$ cat src/rtl/csi_pkg.sv
// ----------------------------------------------------------------------------
// csi_pkg
// Shared constants, codes and types for the colour scale interpolator.
// ----------------------------------------------------------------------------
package csi_pkg;

	// table size and derived widths
	localparam int MAX_POINTS = 16;
	localparam int AW         = $clog2(MAX_POINTS);
	localparam int CW         = $clog2(MAX_POINTS + 1);

	// stream word widths
	localparam int IN_W  = 80;
	localparam int OUT_W = 48;

	// command codes
	localparam logic [2:0] CMD_ADD    = 3'd0;
	localparam logic [2:0] CMD_SET    = 3'd1;
	localparam logic [2:0] CMD_REMOVE = 3'd2;
	localparam logic [2:0] CMD_LOOKUP = 3'd3;
	localparam logic [2:0] CMD_CLEAR  = 3'd4;

	// status codes
	localparam logic [1:0] ST_OK      = 2'd0;
	localparam logic [1:0] ST_BAD_POS = 2'd1;
	localparam logic [1:0] ST_FULL    = 2'd2;

	// colour of an empty table (rgba)
	localparam logic [31:0] EMPTY_COLOUR = 32'h0000_00FF;

	// sequencer states
	typedef enum logic [16:0] {
		S_IDLE     = 17'h00001,
		S_ADD_RD   = 17'h00002,
		S_ADD_CMP  = 17'h00004,
		S_WR       = 17'h00008,
		S_SET_RD   = 17'h00010,
		S_SET_CHK  = 17'h00020,
		S_SET_UP   = 17'h00040,
		S_SET_DNR  = 17'h00080,
		S_SET_DN   = 17'h00100,
		S_REM_RD   = 17'h00200,
		S_REM_MV   = 17'h00400,
		S_LK_RD    = 17'h00800,
		S_LK_FIRST = 17'h01000,
		S_LK_WALK  = 17'h02000,
		S_MUL      = 17'h04000,
		S_DIV      = 17'h08000,
		S_DONE     = 17'h10000
	} state_t;

endpackage

$ cat src/rtl/colour_scale_interpolator.sv
// ----------------------------------------------------------------------------
// colour_scale_interpolator
// Sorted breakpoint table (Q16.16 value, rgba colour) held in two RAMs,
// edited by add/set/remove/clear commands and read by piecewise linear lookup.
//
//  channel   | dir | handshake           | word
//  ----------+-----+---------------------+--------------------------------
//  s_*       | in  | s_tvalid / s_tready | one command
//  m_*       | out | m_tvalid / m_tready | one result per command
//  cfg_*     | in  | cfg_valid/cfg_ready | interpolate bit
//
// One command at a time. Add, set and remove walk the table one entry per
// cycle through the RAM read port; lookup walks up to count entries, then one
// shared 8-step divider blends each channel in turn. Clear and errors go
// straight from acceptance to the final state.
// Reset clears the count and sets interpolate; the RAMs are not cleared.
// A waiting result sits in the output register while the next command is
// taken; a stalled output only holds the sequencer in its final state.
// ----------------------------------------------------------------------------
module colour_scale_interpolator (
	input  logic                       clk,
	input  logic                       arst_n,
	input  logic                       s_tvalid,
	output logic                       s_tready,
	// cmd, value, red_in, green_in, blue_in, alpha_in, position,
	// write_value, write_colour, zero fill
	input  logic [csi_pkg::IN_W-1:0]   s_tdata,
	output logic                       m_tvalid,
	input  logic                       m_tready,
	// red_out, green_out, blue_out, alpha_out, status, placed_at,
	// point_count, zero fill
	output logic [csi_pkg::OUT_W-1:0]  m_tdata,
	input  logic                       cfg_valid,
	output logic                       cfg_ready,
	input  logic                       cfg_data
);

	localparam int AW = csi_pkg::AW;
	localparam int CW = csi_pkg::CW;

	csi_pkg::state_t state_q;

	logic               interp_q;
	logic [CW-1:0]      used_q;
	logic [2:0]         cmd_q;
	logic signed [31:0] v_q;
	logic [31:0]        col_q;
	logic [3:0]         pos_q;
	logic               wv_q;
	logic               wc_q;
	logic [AW-1:0]      j_q;
	logic [AW-1:0]      place_q;

	// lookup datapath
	logic signed [31:0] s_q;
	logic [31:0]        c0_q;
	logic [31:0]        c1_q;
	logic [31:0]        width_q;
	logic [31:0]        off_q;
	logic [1:0]         k_q;
	logic [2:0]         b_q;
	logic [39:0]        rem_q;
	logic [7:0]         quo_q;
	logic               neg_q;

	// result staging and output register
	logic [31:0]            res_col_q;
	logic [1:0]             res_status_q;
	logic [AW-1:0]          res_placed_q;
	logic                   m_tvalid_q;
	logic [csi_pkg::OUT_W-1:0] m_tdata_q;
	logic                   out_load;

	// ram ports
	logic          we_v;
	logic          we_c;
	logic [AW-1:0] waddr;
	logic [31:0]   wval;
	logic [31:0]   wcol;
	logic [AW-1:0] raddr;
	logic [31:0]   rd_val_raw;
	logic [31:0]   rd_col;
	logic signed [31:0] rd_val;

	// input fields
	logic [2:0]         in_cmd;
	logic signed [31:0] in_value;
	logic [31:0]        in_col;
	logic [3:0]         in_pos;
	logic               accept;
	logic               full;
	logic               pos_bad;
	logic               pos_last;
	logic               j_last;

	// divider step
	logic [7:0]  s_ch;
	logic [7:0]  e_ch;
	logic [7:0]  mag;
	logic [39:0] dsh;
	logic        ge;
	logic [7:0]  quo_n;
	logic [7:0]  ch_out;

	assign in_cmd   = s_tdata[2:0];
	assign in_value = s_tdata[34:3];
	assign in_col   = {s_tdata[42:35], s_tdata[50:43], s_tdata[58:51], s_tdata[66:59]};
	assign in_pos   = s_tdata[70:67];

	assign s_tready  = (state_q == csi_pkg::S_IDLE);
	assign accept    = s_tvalid && s_tready;
	assign cfg_ready = 1'b1;
	assign m_tvalid  = m_tvalid_q;
	assign m_tdata   = m_tdata_q;
	assign out_load  = (state_q == csi_pkg::S_DONE) && (!m_tvalid_q || m_tready);

	assign full     = (used_q == CW'(csi_pkg::MAX_POINTS));
	assign pos_bad  = (32'(in_pos) >= 32'(used_q));
	assign pos_last = (32'(in_pos) + 32'd1 == 32'(used_q));
	assign j_last   = (CW'(j_q) + CW'(1) == used_q);
	assign rd_val   = rd_val_raw;

	// breakpoint storage
	csi_ram #(.WIDTH(32), .DEPTH(csi_pkg::MAX_POINTS)) u_values (
		.clk   (clk),
		.we    (we_v),
		.waddr (waddr),
		.wdata (wval),
		.raddr (raddr),
		.rdata (rd_val_raw)
	);

	csi_ram #(.WIDTH(32), .DEPTH(csi_pkg::MAX_POINTS)) u_colours (
		.clk   (clk),
		.we    (we_c),
		.waddr (waddr),
		.wdata (wcol),
		.raddr (raddr),
		.rdata (rd_col)
	);

	// ram address and write control
	always_comb begin
		we_v  = 1'b0;
		we_c  = 1'b0;
		waddr = j_q + AW'(1);
		wval  = rd_val_raw;
		wcol  = rd_col;
		raddr = j_q;
		unique case (state_q)
			csi_pkg::S_ADD_CMP: begin
				raddr = j_q - AW'(1);
				if (rd_val > v_q) begin
					we_v = 1'b1;
					we_c = 1'b1;
				end
			end
			csi_pkg::S_SET_RD: begin
				raddr = AW'(pos_q);
			end
			csi_pkg::S_SET_CHK: begin
				raddr = AW'(pos_q) - AW'(1);
			end
			csi_pkg::S_SET_UP: begin
				raddr = j_q - AW'(1);
				if (rd_val > v_q) begin
					we_v = 1'b1;
					we_c = 1'b1;
				end
			end
			csi_pkg::S_SET_DNR: begin
				raddr = AW'(pos_q) + AW'(1);
			end
			csi_pkg::S_SET_DN: begin
				raddr = j_q + AW'(1);
				waddr = j_q - AW'(1);
				if (rd_val < v_q) begin
					we_v = 1'b1;
					we_c = 1'b1;
				end
			end
			csi_pkg::S_REM_MV: begin
				raddr = j_q + AW'(1);
				waddr = j_q - AW'(1);
				we_v  = 1'b1;
				we_c  = 1'b1;
			end
			csi_pkg::S_WR: begin
				waddr = place_q;
				wval  = v_q;
				wcol  = col_q;
				we_v  = 1'b1;
				we_c  = 1'b1;
			end
			csi_pkg::S_LK_RD: begin
				raddr = '0;
			end
			csi_pkg::S_LK_FIRST: begin
				raddr = AW'(1);
			end
			csi_pkg::S_LK_WALK: begin
				raddr = j_q + AW'(1);
			end
			default: begin
			end
		endcase
	end

	// blend step: channel select, magnitude and one restoring divide bit
	always_comb begin
		s_ch   = c0_q[8*(3-k_q) +: 8];
		e_ch   = c1_q[8*(3-k_q) +: 8];
		mag    = (e_ch < s_ch) ? (s_ch - e_ch) : (e_ch - s_ch);
		dsh    = 40'(width_q) << b_q;
		ge     = (width_q != 32'd0) && (rem_q >= dsh);
		quo_n  = quo_q | (ge ? (8'd1 << b_q) : 8'd0);
		ch_out = neg_q ? (s_ch - quo_n) : (s_ch + quo_n);
	end

	// configuration register
	always_ff @(posedge clk or negedge arst_n) begin
		if (!arst_n) begin
			interp_q <= 1'b1;
		end else if (cfg_valid && cfg_ready) begin
			interp_q <= cfg_data;
		end
	end

	// command sequencer
	always_ff @(posedge clk or negedge arst_n) begin
		if (!arst_n) begin
			state_q    <= csi_pkg::S_IDLE;
			used_q     <= '0;
			m_tvalid_q <= 1'b0;
		end else begin
			if (out_load) begin
				m_tvalid_q <= 1'b1;
			end else if (m_tvalid_q && m_tready) begin
				m_tvalid_q <= 1'b0;
			end
			unique case (state_q)
				csi_pkg::S_IDLE: begin
					if (accept) begin
						cmd_q        <= in_cmd;
						v_q          <= in_value;
						col_q        <= in_col;
						pos_q        <= in_pos;
						wv_q         <= s_tdata[71];
						wc_q         <= s_tdata[72];
						res_placed_q <= '0;
						case (in_cmd)
							csi_pkg::CMD_ADD: begin
								res_col_q    <= '0;
								res_status_q <= full ? csi_pkg::ST_FULL : csi_pkg::ST_OK;
								if (full) begin
									state_q <= csi_pkg::S_DONE;
								end else if (used_q == '0) begin
									place_q <= '0;
									state_q <= csi_pkg::S_WR;
								end else begin
									j_q     <= AW'(used_q - CW'(1));
									state_q <= csi_pkg::S_ADD_RD;
								end
							end
							csi_pkg::CMD_SET: begin
								res_col_q    <= '0;
								res_status_q <= pos_bad ? csi_pkg::ST_BAD_POS : csi_pkg::ST_OK;
								state_q      <= pos_bad ? csi_pkg::S_DONE : csi_pkg::S_SET_RD;
							end
							csi_pkg::CMD_REMOVE: begin
								res_col_q    <= '0;
								res_status_q <= pos_bad ? csi_pkg::ST_BAD_POS : csi_pkg::ST_OK;
								if (pos_bad) begin
									state_q <= csi_pkg::S_DONE;
								end else if (pos_last) begin
									used_q  <= used_q - CW'(1);
									state_q <= csi_pkg::S_DONE;
								end else begin
									j_q     <= AW'(in_pos) + AW'(1);
									state_q <= csi_pkg::S_REM_RD;
								end
							end
							csi_pkg::CMD_LOOKUP: begin
								res_status_q <= csi_pkg::ST_OK;
								if (used_q == '0) begin
									res_col_q <= csi_pkg::EMPTY_COLOUR;
									state_q   <= csi_pkg::S_DONE;
								end else begin
									res_col_q <= '0;
									state_q   <= csi_pkg::S_LK_RD;
								end
							end
							csi_pkg::CMD_CLEAR: begin
								res_col_q    <= '0;
								res_status_q <= csi_pkg::ST_OK;
								used_q       <= '0;
								state_q      <= csi_pkg::S_DONE;
							end
							default: begin
								res_col_q    <= '0;
								res_status_q <= csi_pkg::ST_OK;
								state_q      <= csi_pkg::S_DONE;
							end
						endcase
					end
				end

				// add: shift greater entries up until the slot is found
				csi_pkg::S_ADD_RD: begin
					state_q <= csi_pkg::S_ADD_CMP;
				end
				csi_pkg::S_ADD_CMP: begin
					if (rd_val > v_q) begin
						if (j_q == '0) begin
							place_q <= '0;
							state_q <= csi_pkg::S_WR;
						end else begin
							j_q <= j_q - AW'(1);
						end
					end else begin
						place_q <= j_q + AW'(1);
						state_q <= csi_pkg::S_WR;
					end
				end

				// final write of the new or edited point
				csi_pkg::S_WR: begin
					if (cmd_q == csi_pkg::CMD_ADD) begin
						used_q <= used_q + CW'(1);
					end
					res_placed_q <= place_q;
					state_q      <= csi_pkg::S_DONE;
				end

				// set: fetch the point, then write it in place or move it up or down
				csi_pkg::S_SET_RD: begin
					state_q <= csi_pkg::S_SET_CHK;
				end
				csi_pkg::S_SET_CHK: begin
					if (!wc_q) begin
						col_q <= rd_col;
					end
					if (!wv_q) begin
						v_q     <= rd_val;
						place_q <= AW'(pos_q);
						state_q <= csi_pkg::S_WR;
					end else if (pos_q == 4'd0) begin
						state_q <= csi_pkg::S_SET_DNR;
					end else begin
						j_q     <= AW'(pos_q) - AW'(1);
						state_q <= csi_pkg::S_SET_UP;
					end
				end
				csi_pkg::S_SET_UP: begin
					if (rd_val > v_q) begin
						if (j_q == '0) begin
							place_q <= '0;
							state_q <= csi_pkg::S_WR;
						end else begin
							j_q <= j_q - AW'(1);
						end
					end else if (j_q + AW'(1) == AW'(pos_q)) begin
						state_q <= csi_pkg::S_SET_DNR;
					end else begin
						place_q <= j_q + AW'(1);
						state_q <= csi_pkg::S_WR;
					end
				end
				csi_pkg::S_SET_DNR: begin
					if (32'(pos_q) + 32'd1 >= 32'(used_q)) begin
						place_q <= AW'(pos_q);
						state_q <= csi_pkg::S_WR;
					end else begin
						j_q     <= AW'(pos_q) + AW'(1);
						state_q <= csi_pkg::S_SET_DN;
					end
				end
				csi_pkg::S_SET_DN: begin
					if (rd_val < v_q) begin
						if (j_last) begin
							place_q <= j_q;
							state_q <= csi_pkg::S_WR;
						end else begin
							j_q <= j_q + AW'(1);
						end
					end else begin
						place_q <= j_q - AW'(1);
						state_q <= csi_pkg::S_WR;
					end
				end

				// remove: shift later entries down by one
				csi_pkg::S_REM_RD: begin
					state_q <= csi_pkg::S_REM_MV;
				end
				csi_pkg::S_REM_MV: begin
					if (j_last) begin
						used_q  <= used_q - CW'(1);
						state_q <= csi_pkg::S_DONE;
					end else begin
						j_q <= j_q + AW'(1);
					end
				end

				// lookup: find the first segment that holds the value
				csi_pkg::S_LK_RD: begin
					state_q <= csi_pkg::S_LK_FIRST;
				end
				csi_pkg::S_LK_FIRST: begin
					if ((v_q < rd_val) || (used_q == CW'(1))) begin
						res_col_q <= rd_col;
						state_q   <= csi_pkg::S_DONE;
					end else begin
						s_q     <= rd_val;
						c0_q    <= rd_col;
						j_q     <= AW'(1);
						state_q <= csi_pkg::S_LK_WALK;
					end
				end
				csi_pkg::S_LK_WALK: begin
					if (v_q <= rd_val) begin
						c1_q    <= rd_col;
						width_q <= rd_val_raw - s_q;
						off_q   <= interp_q ? (v_q - s_q) : 32'd0;
						k_q     <= 2'd0;
						state_q <= csi_pkg::S_MUL;
					end else if (j_last) begin
						res_col_q <= rd_col;
						state_q   <= csi_pkg::S_DONE;
					end else begin
						s_q  <= rd_val;
						c0_q <= rd_col;
						j_q  <= j_q + AW'(1);
					end
				end

				// blend one channel: product, then eight divide steps
				csi_pkg::S_MUL: begin
					rem_q   <= 40'(mag) * 40'(off_q);
					neg_q   <= (e_ch < s_ch);
					quo_q   <= '0;
					b_q     <= 3'd7;
					state_q <= csi_pkg::S_DIV;
				end
				csi_pkg::S_DIV: begin
					if (ge) begin
						rem_q <= rem_q - dsh;
					end
					quo_q <= quo_n;
					if (b_q == 3'd0) begin
						res_col_q[8*(3-k_q) +: 8] <= ch_out;
						if (k_q == 2'd3) begin
							state_q <= csi_pkg::S_DONE;
						end else begin
							k_q     <= k_q + 2'd1;
							state_q <= csi_pkg::S_MUL;
						end
					end else begin
						b_q <= b_q - 3'd1;
					end
				end

				// hand the result to the output register
				csi_pkg::S_DONE: begin
					if (out_load) begin
						m_tdata_q  <= {5'd0, 5'(used_q), 4'(res_placed_q), res_status_q,
						               res_col_q[7:0], res_col_q[15:8],
						               res_col_q[23:16], res_col_q[31:24]};
						state_q    <= csi_pkg::S_IDLE;
					end
				end

				default: begin
					state_q <= csi_pkg::S_IDLE;
				end
			endcase
		end
	end

endmodule

$ cat src/rtl/csi_ram.sv
// ----------------------------------------------------------------------------
// csi_ram
// Generic simple dual port RAM: one write port, one registered read port.
// ----------------------------------------------------------------------------
module csi_ram #(
	parameter int WIDTH = 32,
	parameter int DEPTH = 16
) (
	input  logic                     clk,
	input  logic                     we,
	input  logic [$clog2(DEPTH)-1:0] waddr,
	input  logic [WIDTH-1:0]         wdata,
	input  logic [$clog2(DEPTH)-1:0] raddr,
	output logic [WIDTH-1:0]         rdata
);

	logic [WIDTH-1:0] mem [DEPTH];

	// write port and registered read
	always_ff @(posedge clk) begin
		if (we) begin
			mem[waddr] <= wdata;
		end
		rdata <= mem[raddr];
	end

endmodule

$ cat config.mk
export PLATFORM = sky130hd
export DESIGN_NAME = colour_scale_interpolator
export DESIGN_NICKNAME = d
export VERILOG_FILES = /design/src/rtl/csi_pkg.sv /design/src/rtl/colour_scale_interpolator.sv /design/src/rtl/csi_ram.sv
export SDC_FILE = /design/constraint.sdc
export NUM_CORES = 2
export LEC_CHECK = 0
export BUFFER_PORTS_ARGS = -buffer_cell sky130_fd_sc_hd__buf_2
export CAP_MARGIN = 0
export CORE_ASPECT_RATIO = 1.75
export CORE_UTILIZATION = 50
export CTS_BUF_LIST = sky130_fd_sc_hd__clkbuf_2 sky130_fd_sc_hd__clkbuf_4 sky130_fd_sc_hd__clkbuf_8
export DETAILED_ROUTE_END_ITERATION = 10
export GPL_ROUTABILITY_DRIVEN = 1
export PLACE_DENSITY = 0.68
export SYNTH_ARGS = -nofsm -noshare
export SYNTH_HDL_FRONTEND = slang
export SYNTH_HIERARCHICAL = 1
export SYNTH_SLANG_ARGS = --single-unit
$ cat constraint.sdc
create_clock -name clk -period 8.85 [get_ports clk]
set_input_delay 0.885 -clock clk [delete_from_list [all_inputs] [get_ports clk]]
set_output_delay 0.885 -clock clk [all_outputs]
set_load 0.02 [all_outputs]
==> results_dict.tcl <==
set metrics [dict create \
    final_cell_mix "edfxtp_1 (1400), nand2_1 (540), inv_1 (332)" \
    holdPathStages 1 \
    r2r_cells 36 \
    cts_buffer_depth 3 \
    max_freq_mhz 113.3 \
    drt_iter0_drc 4073 \
    core_um2 145100 \
    drt_pre_antenna_iters 6 \
    cts_tree "done" \
    num_vias 44630 \
    worst_clock_skew_ns 0.09271 \
    netlist_area_um2 73080 \
    initial_utilization_pct 50.36 \
    critical-path-max-stage-delay_ns 0.54 \
    status "finished clean" \
    p_seq_share_pct 42.8 \
    switching_power_mw 7.394 \
    p_leak_nw 30.49 \
    grt_pass1_wl_mm 276.5 \
    cts_sinks 1488 \
    clkPwrFrac_pct 26.1 \
    place_area_um2 77410 \
    cp_max_fo 4 \
    final_common_cell "edfxtp_1" \
    period_needed_ns 8.825 \
    rsz0062_at_grt "true" \
    ys_ff_latch 1488 \
    nNetsFinal 5975 \
    cts-buffers-inserted 204 \
    crit_top_cell "fa_1" \
    start_kind "register" \
    timing.critical_path.arrival_ns 9.44 \
    chipHeight_um 507.8 \
    power_density_nw_per_um2 272.2 \
    antenna_left 0 \
    yosys_warnings 6 \
    finalSetupViolations 0 \
    synth_flop_cell "edfxtp_1" \
    die_w_um 291.0 \
    drt-wirelength-per-cell_um 24.43 \
    via_per_inst 5.941 \
    cts_max_level 4 \
    setup_tns_ns 0 \
    synth_edf_count 1400 \
    min_path_type "in -> reg" \
    totalWireLength_mm 183.5 \
    async_flop_share_pct 1.613 \
    clock_latency_ns 0.96 \
    min_period_over_period_pct 99.72 \
    combPwrFrac_pct 31.1 \
    finalInstanceArea_um2 82580 \
    overflow 0 \
    fillers 11420 \
    grt_use_total_pct 25.03 \
    grt_pass1_vias 46280 \
    gp_congestion 0.9332 \
    worst-slew-pin-transition_ns 1.364 \
    drc 0 \
    p_int_mw 15.08 \
    synth.distinct_cells 92 \
    io_pins 137 \
    area_delta_synth_final_pct 12.99 \
    antenna_found_initial 12 \
    grt_max_degree 83 \
    hold_violations 0 \
    synthCells 5101 \
    root_buffer "clkbuf_8" \
    rows 185 \
    avgSynthCellArea_um2 14.33 \
    cp.required_ns 9.46 \
    switching_share_pct 32.90 \
    criticalPathCategory "reg -> reg" \
    ir_drop_mv 0.1850 \
    drive_above_1_share_pct 20.55 \
    critical-path-slowest-cell "mux4_2" \
    slew_viol_final 0 \
    synth.yosys.seq_area_share_pct 60.10 \
    relSlewSlack_pct 6.691 \
    timing.max_cap.violations 0 \
    crit_path_end_kind "register" \
    path_clk_slew_ns 0.08 \
    dp_hpwl_mm 120.9 \
    dieArea_um2 147800 \
    io_buffers 123 \
]
[cell usage after synthesis (all sizes together), types with 8 or more instances]
| library cell | number | area [um^2] |
|---|---|---|
| nand3 | 36 | 185.2 |
| o21ai | 236 | 1189 |
| mux2 | 8 | 90.09 |
| nand3b | 11 | 82.58 |
| nor3b | 14 | 110.1 |
| o21bai | 12 | 90.09 |
| and2 | 159 | 994.7 |
| nor4 | 24 | 156.4 |
| a22oi | 148 | 1111 |
| o22ai | 13 | 87.58 |
| xor2 | 66 | 578.1 |
| mux4 | 292 | 6576 |
| clkbuf | 128 | 481.7 |
| edfxtp | 1400 | 42040 |
| nand4 | 22 | 137.6 |
| a221o | 12 | 120.1 |
| dfrtp | 22 | 550.5 |
| o211ai | 11 | 82.58 |
| nand2b | 65 | 406.6 |
| or3 | 19 | 118.9 |
| nor2 | 190 | 713.2 |
| a31oi | 20 | 131.4 |
| dfxtp | 64 | 1281 |
| a21o | 73 | 548.0 |
| fa | 186 | 3724 |
| o21a | 37 | 277.8 |
| xnor2 | 89 | 779.5 |
| a21oi | 165 | 829.6 |
| and3 | 28 | 175.2 |
| nor3 | 62 | 330.3 |
| buf | 80 | 431.7 |
| nand2 | 545 | 2051 |
| nor2b | 83 | 519.3 |
| o31ai | 11 | 82.58 |
| mux2i | 48 | 480.5 |
| ha | 243 | 3040 |
| inv | 338 | 1269 |
| a211oi | 19 | 155.2 |
[what timing repair did]
| action | in CTS | in global routing |
|---|---|---|
| endpoints found under the setup margin | 15 | 19 |
| hold endpoints to repair | 22 | 0 |
| hold buffers | 1 | 0 |
| cloned | 0 | 1 |
| buffers inserted | 10 | 4 |
| pin swaps | 23 | 47 |
| resized for setup | 39 | 44 |
[worst paths after layout]
| kind | slack, ns | start | to |
|---|---|---|---|
| setup / recovery | 0.02 | k_q[0]$_SDFFCE_PN0P_ | rem_q[39]$_DFFE_PP_ |
| min in group asynchronous | 0.51 | arst_n | state_q[3]$_DFFE_PN0P_ |
| setup reg to reg | 0.02 | k_q[0]$_SDFFCE_PN0P_ | rem_q[39]$_DFFE_PP_ |
| max in group asynchronous | 7.89 | arst_n | interp_q$_DFFE_PN1P_ |
| hold / removal | 0.16 | s_tdata[71] | wv_q$_DFFE_PP_ |
| hold reg to reg | 0.42 | res_status_q[0]$_DFFE_PP_ | m_tdata[32]$_DFFE_PP_ |
[metrics by stage]
stage / hold slack [ns] / total power [mW] / utilization [%] / instances / setup WS [ns]
floorplan: 0.4003 / 14.22 / - / 5105 / 0.003460
global placement: 0.4018 / 16.43 / 53.34 / 7113 / -0.3911
detailed placement: 0.4062 / 16.59 / 53.34 / 7113 / -0.3662
CTS: 0.08655 / 22.51 / 56.74 / 7502 / 0.03088
global route: 0.1116 / 23.53 / 56.88 / 7506 / -0.3158
finish: 0.1627 / 22.47 / 56.90 / 7513 / 0.02450
[power groups by stage]
stage / registers [mW] / logic (mW) / clock network (mW)
after floorplan: 9.44 / 4.78 / 0
after global placement: 9.74 / 6.69 / 0
after detailed placement: 9.76 / 6.84 / 0
after CTS: 9.61 / 6.95 / 5.95
after global routing: 9.65 / 7.67 / 6.22
final: 9.62 / 7.00 / 5.86
[final cells by class]
class | count | area, um^2 | share of cell area [%]
inverter | 342 | 1284 | 1.555
sequential | 1488 | 43920 | 53.19
tap | 1870 | 2340 | 2.833
clock buffer | 279 | 3465 | 4.196
antenna | 8 | 20.02 | 0.02424
multi-input combinational | 3067 | 27740 | 33.59
timing repair buffer | 357 | 2597 | 3.146
clock inverter | 102 | 1206 | 1.461
[flip-flops by register name, indices dropped and copies added (netlist names), 5 cells and up]
name             count
rem_q               40
u_values/mem       512
quo_q                8
m_tdata             43
v_q                 32
res_col_q           32
state_q             17
u_values/rdata      32
u_colours/mem      512
col_q               32
s_q                 32
c0_q                32
c1_q                32
width_q             32
u_colours/rdata     32
used_q               5
off_q               32
[critical path: cells and delay by family, from the launching register on]
family,cells,cell delay [ns]
compound gates,11,2.06
xor+xnor,2,0.54
simple gates,6,1.04
mux,3,0.83
fa+ha+maj,7,2.80
buf+inv,7,0.76
flops,1,0.43
[layer usage]
metal / up-vias / wire length (um) / GRT usage [%]
met5: - / 18 / 0
met4: 2 / 7293 / 10.21
met3: 391 / 12290 / 3.385
met2: 1714 / 96250 / 45.18
met1: 22680 / 67670 / 30.10
li1: 19850 / - / -
[logic make-up after synthesis]
kind of cell | count (synthesis) | share of synthesized area, %
AO/OA/AOI/OAI | 833 | 7.370
multiplexers | 348 | 9.779
AND/OR/NAND/NOR | 1296 | 8.620
adder cells (fa/ha/maj) | 429 | 9.255
buffers and inverters | 550 | 3.006
other | 2 | 0.01028
XOR/XNOR | 155 | 1.858
flip-flops | 1488 | 60.10
(Power assumes the default switching activity.)
